### src/rtl/mrfp_pkg.sv
// ----------------------------------------------------------------------------
// mrfp_pkg
// shared types and constants of the motor reply frame parser
// ----------------------------------------------------------------------------
package mrfp_pkg;

	localparam logic [7:0] HDR_BYTE    = 8'hAA;
	localparam logic [7:0] END_BYTE    = 8'h3B;
	localparam int         STORE_DEPTH = 16;
	localparam int         PTR_W       = $clog2(STORE_DEPTH);

	// frame positions of the latched header fields
	localparam int POS_CMD  = 3;
	localparam int POS_SEL  = 4;
	localparam int POS_UNIT = 5;

	// monitor select and unit that allow a reply
	localparam logic [7:0] SEL_OK  = 8'd0;
	localparam logic [7:0] UNIT_OK = 8'd3;

	// payload runs within the frame store
	localparam logic [PTR_W-1:0] PV_FIRST = PTR_W'(4);
	localparam logic [PTR_W-1:0] PV_LAST  = PTR_W'(15);
	localparam logic [PTR_W-1:0] FW_FIRST = PTR_W'(6);
	localparam logic [PTR_W-1:0] FW_LAST  = PTR_W'(11);

	// payload kinds
	localparam logic KIND_POSVEL = 1'b0;
	localparam logic KIND_FWVER  = 1'b1;

	// configuration register indexes
	localparam logic REG_POSVEL = 1'b0;
	localparam logic REG_FWVER  = 1'b1;

	localparam logic [7:0] POSVEL_RST = 8'd12;
	localparam logic [7:0] FWVER_RST  = 8'd1;

	typedef struct packed {
		logic take;   // input transaction this cycle
		logic load;   // move next payload byte to the output register
		logic finish; // burst done, clear the frame store
	} ctrl_cmd_t;

	typedef struct packed {
		logic emit_req; // current input byte closes a frame that replies
		logic last_pos; // emit pointer sits on the final byte of the run
	} dp_status_t;

endpackage

### src/rtl/mrfp_datapath.sv
// ----------------------------------------------------------------------------
// mrfp_datapath
// header hunt, frame store, field latches and payload output register
// ----------------------------------------------------------------------------
module mrfp_datapath #(
	parameter int FRAME_MAX = 64
) (
	input  logic               clk,
	input  logic               arst_n,
	input  logic               cfg_we,
	input  logic               cfg_index,
	input  logic [7:0]         cfg_data,
	input  logic [7:0]         rx_byte,
	input  mrfp_pkg::ctrl_cmd_t cmd,
	output mrfp_pkg::dp_status_t status,
	output logic [7:0]         out_byte,
	output logic               payload_kind,
	output logic               last
);
	import mrfp_pkg::*;

	localparam int IDX_W = $clog2(FRAME_MAX + 1);

	logic [7:0]             posvel_q;
	logic [7:0]             fwver_q;
	logic [1:0]             hdr_cnt_q;
	logic                   in_frame_q;
	logic [IDX_W-1:0]       idx_q;
	logic [STORE_DEPTH-1:0] valid_q;
	logic [7:0]             store_q [STORE_DEPTH];
	logic [7:0]             cmd_q;
	logic [7:0]             sel_q;
	logic [7:0]             unit_q;
	logic [PTR_W-1:0]       ptr_q;
	logic                   kind_q;

	logic [7:0] cmd_n;
	logic [7:0] sel_n;
	logic [7:0] unit_n;
	logic       is_hdr;
	logic       is_end;
	logic       put;
	logic       in_store;
	logic       not_full;
	logic       closing;
	logic       sel_ok;
	logic       pv_hit;
	logic       fw_hit;
	logic [7:0] rd_byte;

	assign is_hdr   = (rx_byte == HDR_BYTE);
	assign is_end   = (rx_byte == END_BYTE);
	assign not_full = (idx_q != IDX_W'(FRAME_MAX));
	assign in_store = (idx_q < IDX_W'(STORE_DEPTH));
	assign put      = cmd.take && (in_frame_q || is_hdr) && not_full;
	assign closing  = cmd.take && in_frame_q && is_end;

	// latch values as they stand after this byte
	assign cmd_n  = (in_frame_q && idx_q == IDX_W'(POS_CMD))  ? rx_byte : cmd_q;
	assign sel_n  = (in_frame_q && idx_q == IDX_W'(POS_SEL))  ? rx_byte : sel_q;
	assign unit_n = (in_frame_q && idx_q == IDX_W'(POS_UNIT)) ? rx_byte : unit_q;

	assign sel_ok = (sel_n == SEL_OK) && (unit_n == UNIT_OK);
	assign pv_hit = (cmd_n == posvel_q);
	assign fw_hit = !pv_hit && (cmd_n == fwver_q);

	assign status.emit_req = in_frame_q && is_end && sel_ok && (pv_hit || fw_hit);
	assign status.last_pos = (ptr_q == ((kind_q == KIND_FWVER) ? FW_LAST : PV_LAST));

	// entries not written since the last clear read as zero
	assign rd_byte = valid_q[ptr_q] ? store_q[ptr_q] : 8'd0;

	always_ff @(posedge clk or negedge arst_n) begin
		if (!arst_n) begin
			posvel_q   <= POSVEL_RST;
			fwver_q    <= FWVER_RST;
			hdr_cnt_q  <= 2'd0;
			in_frame_q <= 1'b0;
			idx_q      <= '0;
			valid_q    <= '0;
			cmd_q      <= 8'd0;
			sel_q      <= 8'd0;
			unit_q     <= 8'd0;
		end else begin
			if (cfg_we) begin
				case (cfg_index)
					REG_POSVEL: posvel_q <= cfg_data;
					REG_FWVER:  fwver_q  <= cfg_data;
					default:    posvel_q <= posvel_q;
				endcase
			end
			if (cmd.take) begin
				cmd_q  <= cmd_n;
				sel_q  <= sel_n;
				unit_q <= unit_n;
				if (!in_frame_q && is_hdr) begin
					if (hdr_cnt_q == 2'd2) begin
						hdr_cnt_q  <= 2'd0;
						in_frame_q <= 1'b1;
					end else begin
						hdr_cnt_q <= hdr_cnt_q + 2'd1;
					end
				end
			end
			if (closing) begin
				in_frame_q <= 1'b0;
				idx_q      <= '0;
			end else if (put) begin
				idx_q <= idx_q + IDX_W'(1);
			end
			// a replying frame keeps its store until the burst is done
			if ((closing && !status.emit_req) || cmd.finish)
				valid_q <= '0;
			else if (put && in_store)
				valid_q[idx_q[PTR_W-1:0]] <= 1'b1;
		end
	end

	always_ff @(posedge clk) begin
		if (put && in_store)
			store_q[idx_q[PTR_W-1:0]] <= rx_byte;
		if (closing && status.emit_req) begin
			kind_q <= pv_hit ? KIND_POSVEL : KIND_FWVER;
			ptr_q  <= pv_hit ? PV_FIRST : FW_FIRST;
		end else if (cmd.load) begin
			ptr_q <= ptr_q + PTR_W'(1);
		end
		if (cmd.load) begin
			out_byte     <= rd_byte;
			payload_kind <= kind_q;
			last         <= status.last_pos;
		end
	end

endmodule

### src/rtl/mrfp_ctrl.sv
// ----------------------------------------------------------------------------
// mrfp_ctrl
// controller: input acceptance, payload burst sequencing, output valid
// ----------------------------------------------------------------------------
module mrfp_ctrl (
	input  logic                 clk,
	input  logic                 arst_n,
	input  logic                 in_valid,
	output logic                 in_ready,
	output logic                 out_valid,
	input  logic                 out_ready,
	input  mrfp_pkg::dp_status_t status,
	output mrfp_pkg::ctrl_cmd_t  cmd
);
	import mrfp_pkg::*;

	localparam logic ST_RUN  = 1'b0;
	localparam logic ST_EMIT = 1'b1;

	logic state_q;
	logic out_valid_q;
	logic out_free;

	assign in_ready   = (state_q == ST_RUN);
	assign out_valid  = out_valid_q;
	assign out_free   = !out_valid_q || out_ready;
	assign cmd.take   = in_valid && in_ready;
	assign cmd.load   = (state_q == ST_EMIT) && out_free;
	assign cmd.finish = cmd.load && status.last_pos;

	always_ff @(posedge clk or negedge arst_n) begin
		if (!arst_n) begin
			state_q     <= ST_RUN;
			out_valid_q <= 1'b0;
		end else begin
			case (state_q)
				ST_RUN: begin
					if (cmd.take && status.emit_req)
						state_q <= ST_EMIT;
				end
				ST_EMIT: begin
					if (cmd.finish)
						state_q <= ST_RUN;
				end
				default: state_q <= ST_RUN;
			endcase
			if (cmd.load)
				out_valid_q <= 1'b1;
			else if (out_ready)
				out_valid_q <= 1'b0;
		end
	end

endmodule

### src/rtl/motor_reply_frame_parser.sv
// ----------------------------------------------------------------------------
// motor_reply_frame_parser
// parses reply frames from a motor controller link and emits payload bytes
// ----------------------------------------------------------------------------
// usage
//   input channel (in_valid/in_ready, rx_byte): one received byte per
//   transaction. while no burst is running in_ready is high and a byte is
//   taken every cycle, so the input side runs at one byte per cycle.
//   output channel (out_valid/out_ready, out_byte, payload_kind, last): the
//   payload of a matching frame, twelve bytes for position/velocity or six
//   for firmware version, last high on the final byte.
//   first payload byte: it enters the output register after the closing 0x3B
//   transaction; further bytes follow one per cycle while out_ready is high.
//   input hold-off: the input is held off (in_ready low) from the closing byte
//   until the final payload byte has entered the output register, and stays
//   held off longer while the receiver stalls.
//   receiver stall: the output register holds its byte, the burst pauses and
//   input stays held off; the final byte can wait in the output register
//   while new input transactions are already taken.
//   reset (arst_n low): hunting for the header, frame store empty, field
//   latches zero, posvel_code 12, fwver_code 1.
//   configuration: cfg_we writes cfg_data to posvel_code (index 0) or
//   fwver_code (index 1); write only while no burst is in flight.
// ----------------------------------------------------------------------------
module motor_reply_frame_parser #(
	parameter int FRAME_MAX = 64
) (
	input  logic       clk,
	input  logic       arst_n,
	input  logic       cfg_we,
	input  logic       cfg_index,
	input  logic [7:0] cfg_data,
	input  logic       in_valid,
	output logic       in_ready,
	input  logic [7:0] rx_byte,
	output logic       out_valid,
	input  logic       out_ready,
	output logic [7:0] out_byte,
	output logic       payload_kind,
	output logic       last
);
	import mrfp_pkg::*;

	ctrl_cmd_t  cmd;
	dp_status_t status;

	// controller: decides when bytes are taken and when payload moves out
	mrfp_ctrl u_ctrl (
		.clk       (clk),
		.arst_n    (arst_n),
		.in_valid  (in_valid),
		.in_ready  (in_ready),
		.out_valid (out_valid),
		.out_ready (out_ready),
		.status    (status),
		.cmd       (cmd)
	);

	// datapath: header counting, frame store, latches and output register
	mrfp_datapath #(
		.FRAME_MAX (FRAME_MAX)
	) u_dp (
		.clk          (clk),
		.arst_n       (arst_n),
		.cfg_we       (cfg_we),
		.cfg_index    (cfg_index),
		.cfg_data     (cfg_data),
		.rx_byte      (rx_byte),
		.cmd          (cmd),
		.status       (status),
		.out_byte     (out_byte),
		.payload_kind (payload_kind),
		.last         (last)
	);

endmodule

### config.mk
export PLATFORM = sky130hd
export DESIGN_NAME = motor_reply_frame_parser
export DESIGN_NICKNAME = d
export VERILOG_FILES = /design/src/rtl/mrfp_pkg.sv /design/src/rtl/mrfp_datapath.sv /design/src/rtl/mrfp_ctrl.sv /design/src/rtl/motor_reply_frame_parser.sv
export SDC_FILE = /design/constraint.sdc
export NUM_CORES = 1
export LEC_CHECK = 0
export BUFFER_PORTS_ARGS = -buffer_cell sky130_fd_sc_hd__buf_4
export CAP_MARGIN = 25
export CORE_AREA = 8 8 131 133
export CTS_CLUSTER_DIAMETER = 120
export CTS_CLUSTER_SIZE = 16
export DETAILED_ROUTE_END_ITERATION = 16
export DIE_AREA = 0 0 139 141
export PLACE_DENSITY_LB_ADDON = 0.1
export SYNTH_ARGS = -nofsm -noshare
export SYNTH_HDL_FRONTEND = slang
export SYNTH_SLANG_ARGS = --single-unit
### constraint.sdc
create_clock -name clk -period 3.5 [get_ports clk]
set_input_delay 0.875 -clock clk [delete_from_list [all_inputs] [get_ports clk]]
set_output_delay 0.875 -clock clk [all_outputs]
set_load 0.005 [all_outputs]
# ---- Yosys cells after proc, flatten, opt, wreduce, memory -nomap -nowiden
# Memory sizes are Yosys's and may differ from the RTL's. A register that Yosys moved wholly into a read port is not among the register bits.
# Index checks and enable logic that the tools add are counted.
dict set report op_classes {
  n_reduce_logical 42
  n_shift 0
  add_sub_neg 3
  mux 28
  n_bitwise 3
  mul 0
  div_mod_pow 0
  order_cmp 4
  eq_ne 11
}
# cell count
set op_table {}
lappend op_table {{16-bit 2-to-1 mux} 2}
lappend op_table {{8-bit 2-to-1 mux} 3}
lappend op_table {{1-bit logical AND} 21}
lappend op_table {{8-bit equality test} 2}
lappend op_table {{16-bit OR} 1}
lappend op_table {{7-bit by 3-bit equality test with 1-bit output, second input constant} 2}
lappend op_table {{7-bit 2-to-1 mux} 2}
lappend op_table {{2-bit nonzero test} 7}
lappend op_table {{1-bit 2-to-1 mux} 13}
lappend op_table {{4-bit by 5-bit less-than comparator with 1-bit output, second input constant} 2}
lappend op_table {{8-bit by 2-bit equality test with 1-bit output, second input constant} 1}
lappend op_table {{8-bit by 6-bit equality test with 1-bit output, second input constant} 1}
lappend op_table {{8-bit equality test, second input constant} 1}
lappend op_table {{8-bit logical NOT} 1}
lappend op_table {{4-bit 2-to-1 mux} 2}
lappend op_table {{7-bit by 1-bit adder with 7-bit output, second input constant} 1}
lappend op_table {{7-bit by 2-bit equality test with 1-bit output, second input constant} 1}
lappend op_table {{7-bit by 5-bit less-than comparator with 1-bit output, second input constant} 1}
lappend op_table {{7-bit inequality test, second input constant} 1}
lappend op_table {{2-bit AND reduction} 3}
lappend op_table {{1-bit logical NOT} 5}
lappend op_table {{4-bit by 1-bit adder with 4-bit output, second input constant} 1}
lappend op_table {{1-bit binary-select mux with 4-bit select} 1}
lappend op_table {{1-bit demux with 4-bit select} 1}
lappend op_table {{10 further kinds} 15}
dict set report word_totals {
  n_memories 1
  mem_bits_ro 0
  word_cells 107
  mem_bits_rw 128
  inputBits 22
  register_bits 75
  output_inout_bits 12
  latchBits 0
}
# memory words word_bits rd rd_clocked_by_memory_dff write_ports line_no
set mem_list {}
lappend mem_list {u_dp.store_q 16 8 1 1 1 mrfp_datapath.sv:30} ;# logic [7:0] store_q [STORE_DEPTH];

# ---- Longest topological paths before layout
dict set report logic_depth {
  word_depth 12
  depth_mapped 10
  depth_no_buf 8
}

# ---- Cells and area by module
# Synthesis repeated with hierarchy kept, for this count alone.
dict set report hier_totals {
  cells_unflattened 556
  hier_area_um2 9071.2
}
# module n_inst cells_per_inst seq_area_each_um2 area_each_um2
set by_module_without_submodules {}
lappend by_module_without_submodules {mrfp_datapath 1 546 5949.5 8966.1}
lappend by_module_without_submodules {mrfp_ctrl 1 10 50.0 105.1}

# ---- Worst setup path after synthesis
# Ideal clock, no wire load.
dict set report synth_timing {
  path_type {input port to flip-flop}
  startpoint {input port rx_byte[4]}
  endpoint {memory u_dp.store_q[14][0], enable pin}
  cell_stages 6
  arrival_time_ps 2541
  n_path_buf 1
  t_required_ps 3126
  setup_time_ps 374
  setup_slack_ps 585
  path_cell_list {clkbuf_1 nor4b_1 nand4_1 a21boi_1 nand2_1 nor2_1}
}
dict set report synth_between {
  elab_chain_cells 7
}
# element line_no
set synth_lines {}
lappend synth_lines {{start, declared} motor_reply_frame_parser.sv:35} ;# input logic [7:0] rx_byte,
lappend synth_lines {{8-bit equality test} mrfp_datapath.sv:51} ;# assign is_hdr = (rx_byte == HDR_BYTE);
lappend synth_lines {{1-bit logical OR} mrfp_datapath.sv:55} ;# assign put = cmd.take && (in_frame_q || is_hdr) && not_full;
lappend synth_lines {{1-bit logical AND (2 in series)} mrfp_datapath.sv:55}
lappend synth_lines {{1-bit logical AND} mrfp_datapath.sv:120} ;# if (put && in_store)
lappend synth_lines {{1-bit 2-to-1 mux} mrfp_datapath.sv:120}
lappend synth_lines {{1-bit 2-to-1 mux (not written as such)} mrfp_datapath.sv:121} ;# store_q[idx_q[PTR_W-1:0]] <= rx_byte;
lappend synth_lines {{end, declared} mrfp_datapath.sv:30}
# No other way between the ends.

# ---- Final worst setup path
dict set report layout_timing {
  startpoint {register u_dp.idx_q[0]}
  endpoint {register u_dp.kind_q, enable pin}
}
dict set report layout_between {
  elab_chain_cells 9
  word_cells_on_any_way 20
  cone_classes {6 x eq/ne; 3 x mux; 11 x reduce/logical}
}
# element line_no
set layout_lines {}
lappend layout_lines {{start, declared} mrfp_datapath.sv:28} ;# logic [IDX_W-1:0] idx_q;
lappend layout_lines {{start signal, assigned} mrfp_datapath.sv:109} ;# idx_q <= idx_q + IDX_W'(1);
lappend layout_lines {{7-bit by 2-bit equality test with 1-bit output} mrfp_datapath.sv:59} ;# assign cmd_n = (in_frame_q && idx_q == IDX_W'(POS_CMD)) ? rx_byte : cmd_q;
lappend layout_lines {{1-bit logical AND} mrfp_datapath.sv:59}
lappend layout_lines {{8-bit 2-to-1 mux} mrfp_datapath.sv:59}
lappend layout_lines {{8-bit equality test} mrfp_datapath.sv:64} ;# assign pv_hit = (cmd_n == posvel_q);
lappend layout_lines {{1-bit logical NOT} mrfp_datapath.sv:65} ;# assign fw_hit = !pv_hit && (cmd_n == fwver_q);
lappend layout_lines {{1-bit logical AND} mrfp_datapath.sv:65}
lappend layout_lines {{1-bit logical OR} mrfp_datapath.sv:67} ;# assign status.emit_req = in_frame_q && is_end && sel_ok && (pv_hit || fw_hit);
lappend layout_lines {{1-bit logical AND (*)} mrfp_datapath.sv:67}
lappend layout_lines {{1-bit logical AND (*)} mrfp_datapath.sv:122} ;# if (closing && status.emit_req) begin
lappend layout_lines {{end signal, assigned} mrfp_datapath.sv:123} ;# kind_q <= pv_hit ? KIND_POSVEL : KIND_FWVER;
lappend layout_lines {{end, declared} mrfp_datapath.sv:35} ;# logic kind_q;
# Every way passes the cells marked *; elsewhere a longest branch is shown, timed or not.
# A chain may end at the register's enable or synchronous reset.

==> metrics <==
outcome finished, final reports clean; Core Rows 45; Die Y 141 um; Detailed Route WL 19430 um; library cells used by synthesis 59; post-synthesis sequential area ratio 65.56%; post-CTS sizing 0; Tcrit/Tclk final 89.86%; vias in the first global route 5451; synth-to-layout area growth 11.54%; CP peak stage delay 0.75 ns; vias 5212; Switching Share 20.98%; sequential share of power 58.2%; Setup CP Type flip-flop to flip-flop; Core ar. 0.01498 mm^2; Pwr Density 460.2 mW/mm^2; DRT Pass-1 Iters 6; Comb power frac 4.4%; fin cells 814; Mapped Area 0.009151 mm^2; CP Data Required Time 3.63 ns; layout cells sized above 1 28.27%; synth cell count leaders edfxtp_1, dfrtp_1, mux4_2; worst min path class input port to asynchronous set/reset pin; I/O pin total 34; first-pass GRT wire length 30830 um; Static Leakage 3.806 nW; ANT nets after route 0; max-slew violation count 0; post-synthesis register bit count 211; hpwl dp 13080 um; clock transition at the registers of the reported paths 0.07 ns; Die W 139 um; placed insts 784; Num Clock Sinks 211; reg2reg setup slack 0.35 ns; worst-path maximum fanout 7; Crit path buffers/inverters 0; syn_nets 595; Final Hold Fails 0; Synth async-reset ratio 32.23%; Max Cap Viol 0; clock share of power 37.4%; fmax 318.0 MHz; dominant synthesized flop cell edfxtp_1; Pint 3.712 mW; vias per cell 6.403; final global-route overflow total 0; Ant. Diodes 0; # port buffers 33; CTS tree yes; worst path cell trace ha_1 > or4b_2 > nor2_1 > nand4_1 > a22o_1 > o21a_1 > nor3_1; switching pwr 0.9852 mW; CTS Hold Bufs 0; EDFF count, synth 143; routed len/inst 23.87 um; initial antenna violation count 0; RSZ-0062 raised after global routing false; Synth Area per Inst 16.11 um^2; CTS H-tree lvls 1; top post-synthesis cells by area edfxtp_1, dfrtp_1, mux4_2, mux2_2, xnor2_1; Residual DRC 0; Initial DRC Count 436; Final Util 68.15%; Synth top area share 46.92%; post-CTS setup buffer count 0; worst r2r src u_dp.idx_q[0]; largest net degree at the start of global routing 69; Placer Congestion 0.8648; cell family with the largest share of critical-path delay simple AND/OR/NAND/NOR gates; CP max-delay cell or4b_2; Slew HR 42.82%; final setup vio count 0; filler instances 1008; final-stage net count 642; worst-case clock skew 0.02335 ns; Critical Path End Type flip-flop; clk_lat worst skew 0.48 ns; Register-to-Register Path Depth 7; CTS Buffer Depth 3; reg-to-reg endpoint u_dp.kind_q; Worst-Margin Slew 0.8576 ns; GRT Total Usage 20.23%; Num CTS Buffers 17; synthesis warning total 0; crit path time final 3.145 ns; Post-Synthesis Cells 568; Root Buffer clkbuf_16; VDD IR-drop max 0.4004 mV; Synth area leader edfxtp_1; crit path DAT 3.28 ns; Fin Setup TNS 0 ns; most instantiated library cell after synthesis edfxtp_1; Initial Util 61.10%; die area 0.01960 mm^2; CP Launch Type flip-flop
-- power by group through the flow --
stage               Combinational, mW  Clock [mW]  Sequential (mW)
global route                    0.228        1.89             2.74
detailed placement              0.208           0             2.79
finish                          0.206        1.76             2.74
global placement                0.202           0             2.79
CTS                             0.209        1.80             2.74
floorplan                       0.114           0             2.78
-- metrics by stage --
stage | hold slack, ns | worst slack [ns] | instance area, um^2 | total power, mW
floorplan | 0.4473 | 0.5850 | 9151 | 2.893
global placement | 0.4877 | 0.4323 | 9716 | 2.989
detailed placement | 0.4966 | 0.3428 | 9716 | 2.997
CTS | 0.5039 | 0.3976 | 10210 | 4.740
global route | 0.5096 | 0.1947 | 10210 | 4.858
finish | 0.4975 | 0.3549 | 10210 | 4.697
-- cell families (layout without fill, tap and decap cells) --
kind of cell             after synthesis  in the layout  synth area share [%]
AND/OR/NAND/NOR                      136            136                 8.080
multiplexers                          85             85                 15.86
buffers and inverters                 39             97                 1.736
flip-flops                           211            211                 65.56
AO/OA/AOI/OAI                         58             58                 4.826
adder cells (fa/ha/maj)                5              5                0.6836
XOR/XNOR                              34             34                 3.254
-- cell type report --
cell class                 count  area [um^2]  area share, %
clock inverter                 2        25.02         0.2452
inverter                       9        33.78         0.3310
multi-input combinational    318         2999          29.38
clock buffer                  28        466.7          4.572
tap                          188        235.2          2.304
timing repair buffer          58        447.9          4.388
sequential                   211         6000          58.78
-- routing by layer --
| metal | up-vias | track usage [%] | part of all wire [%] |
|---|---|---|---|
| li1 | 2295 | - | - |
| met3 | 39 | 2.802 | 5.3 |
| met2 | 177 | 36.23 | 53 |
| met4 | 0 | 6.297 | 2.2 |
| met1 | 2701 | 25.10 | 39 |
| met5 | - | 0 | 0 |
-- state kept, by name, summed over array words and instances (netlist names) --
name               cells
u_dp.fwver_q           8
u_dp.cmd_q             8
u_dp.unit_q            8
u_dp.store_q         128
u_dp.out_byte          8
u_dp.idx_q             7
u_dp.payload_kind      1
u_ctrl.state_q         1
u_dp.valid_q          16
u_dp.sel_q             8
u_dp.last              1
u_dp.hdr_cnt_q         2
u_ctrl.out_valid       1
u_dp.posvel_q          8
u_dp.ptr_q             4
u_dp.in_frame_q        1
u_dp.kind_q            1
-- how the worst max path moves through the flow --
stage	startpoint	to	depth (start not counted)
global placement	u_dp.idx_q[0]	u_dp.kind_q	7
finish	u_dp.idx_q[0]	u_dp.kind_q	7
detailed placement	rx_byte[0]	u_dp.store_q[7][2]	5
floorplan	rx_byte[4]	u_dp.store_q[14][0]	6
global route	u_dp.idx_q[0]	u_dp.kind_q	7
CTS	u_dp.idx_q[0]	u_dp.kind_q	7
-- worst register-to-register path, delay by kind of cell (launching register included) --
family | cells | cell delay, ns
and+or+nand+nor | 4 | 1.55
AOI/OAI and AO/OA | 2 | 0.53
DFF | 1 | 0.46
adders and majority gates | 1 | 0.26
-- placed cells by master, fill, tap and decap left out, types with 7 or more instances in the layout --
cell type / n
nor4_1: 9
o21ai_0: 8
mux4_2: 44
nor2b_1: 10
nor2_1: 43
a21oi_1: 7
nand4_1: 8
inv_1: 9
edfxtp_1: 143
clkbuf_1: 11
o211ai_1: 14
buf_4: 57
xor2_1: 14
dfrtp_1: 65
clkbuf_16: 17
nand2_1: 21
xnor2_1: 20
and3_1: 8
mux2_2: 40
(Power assumes the default switching activity.)
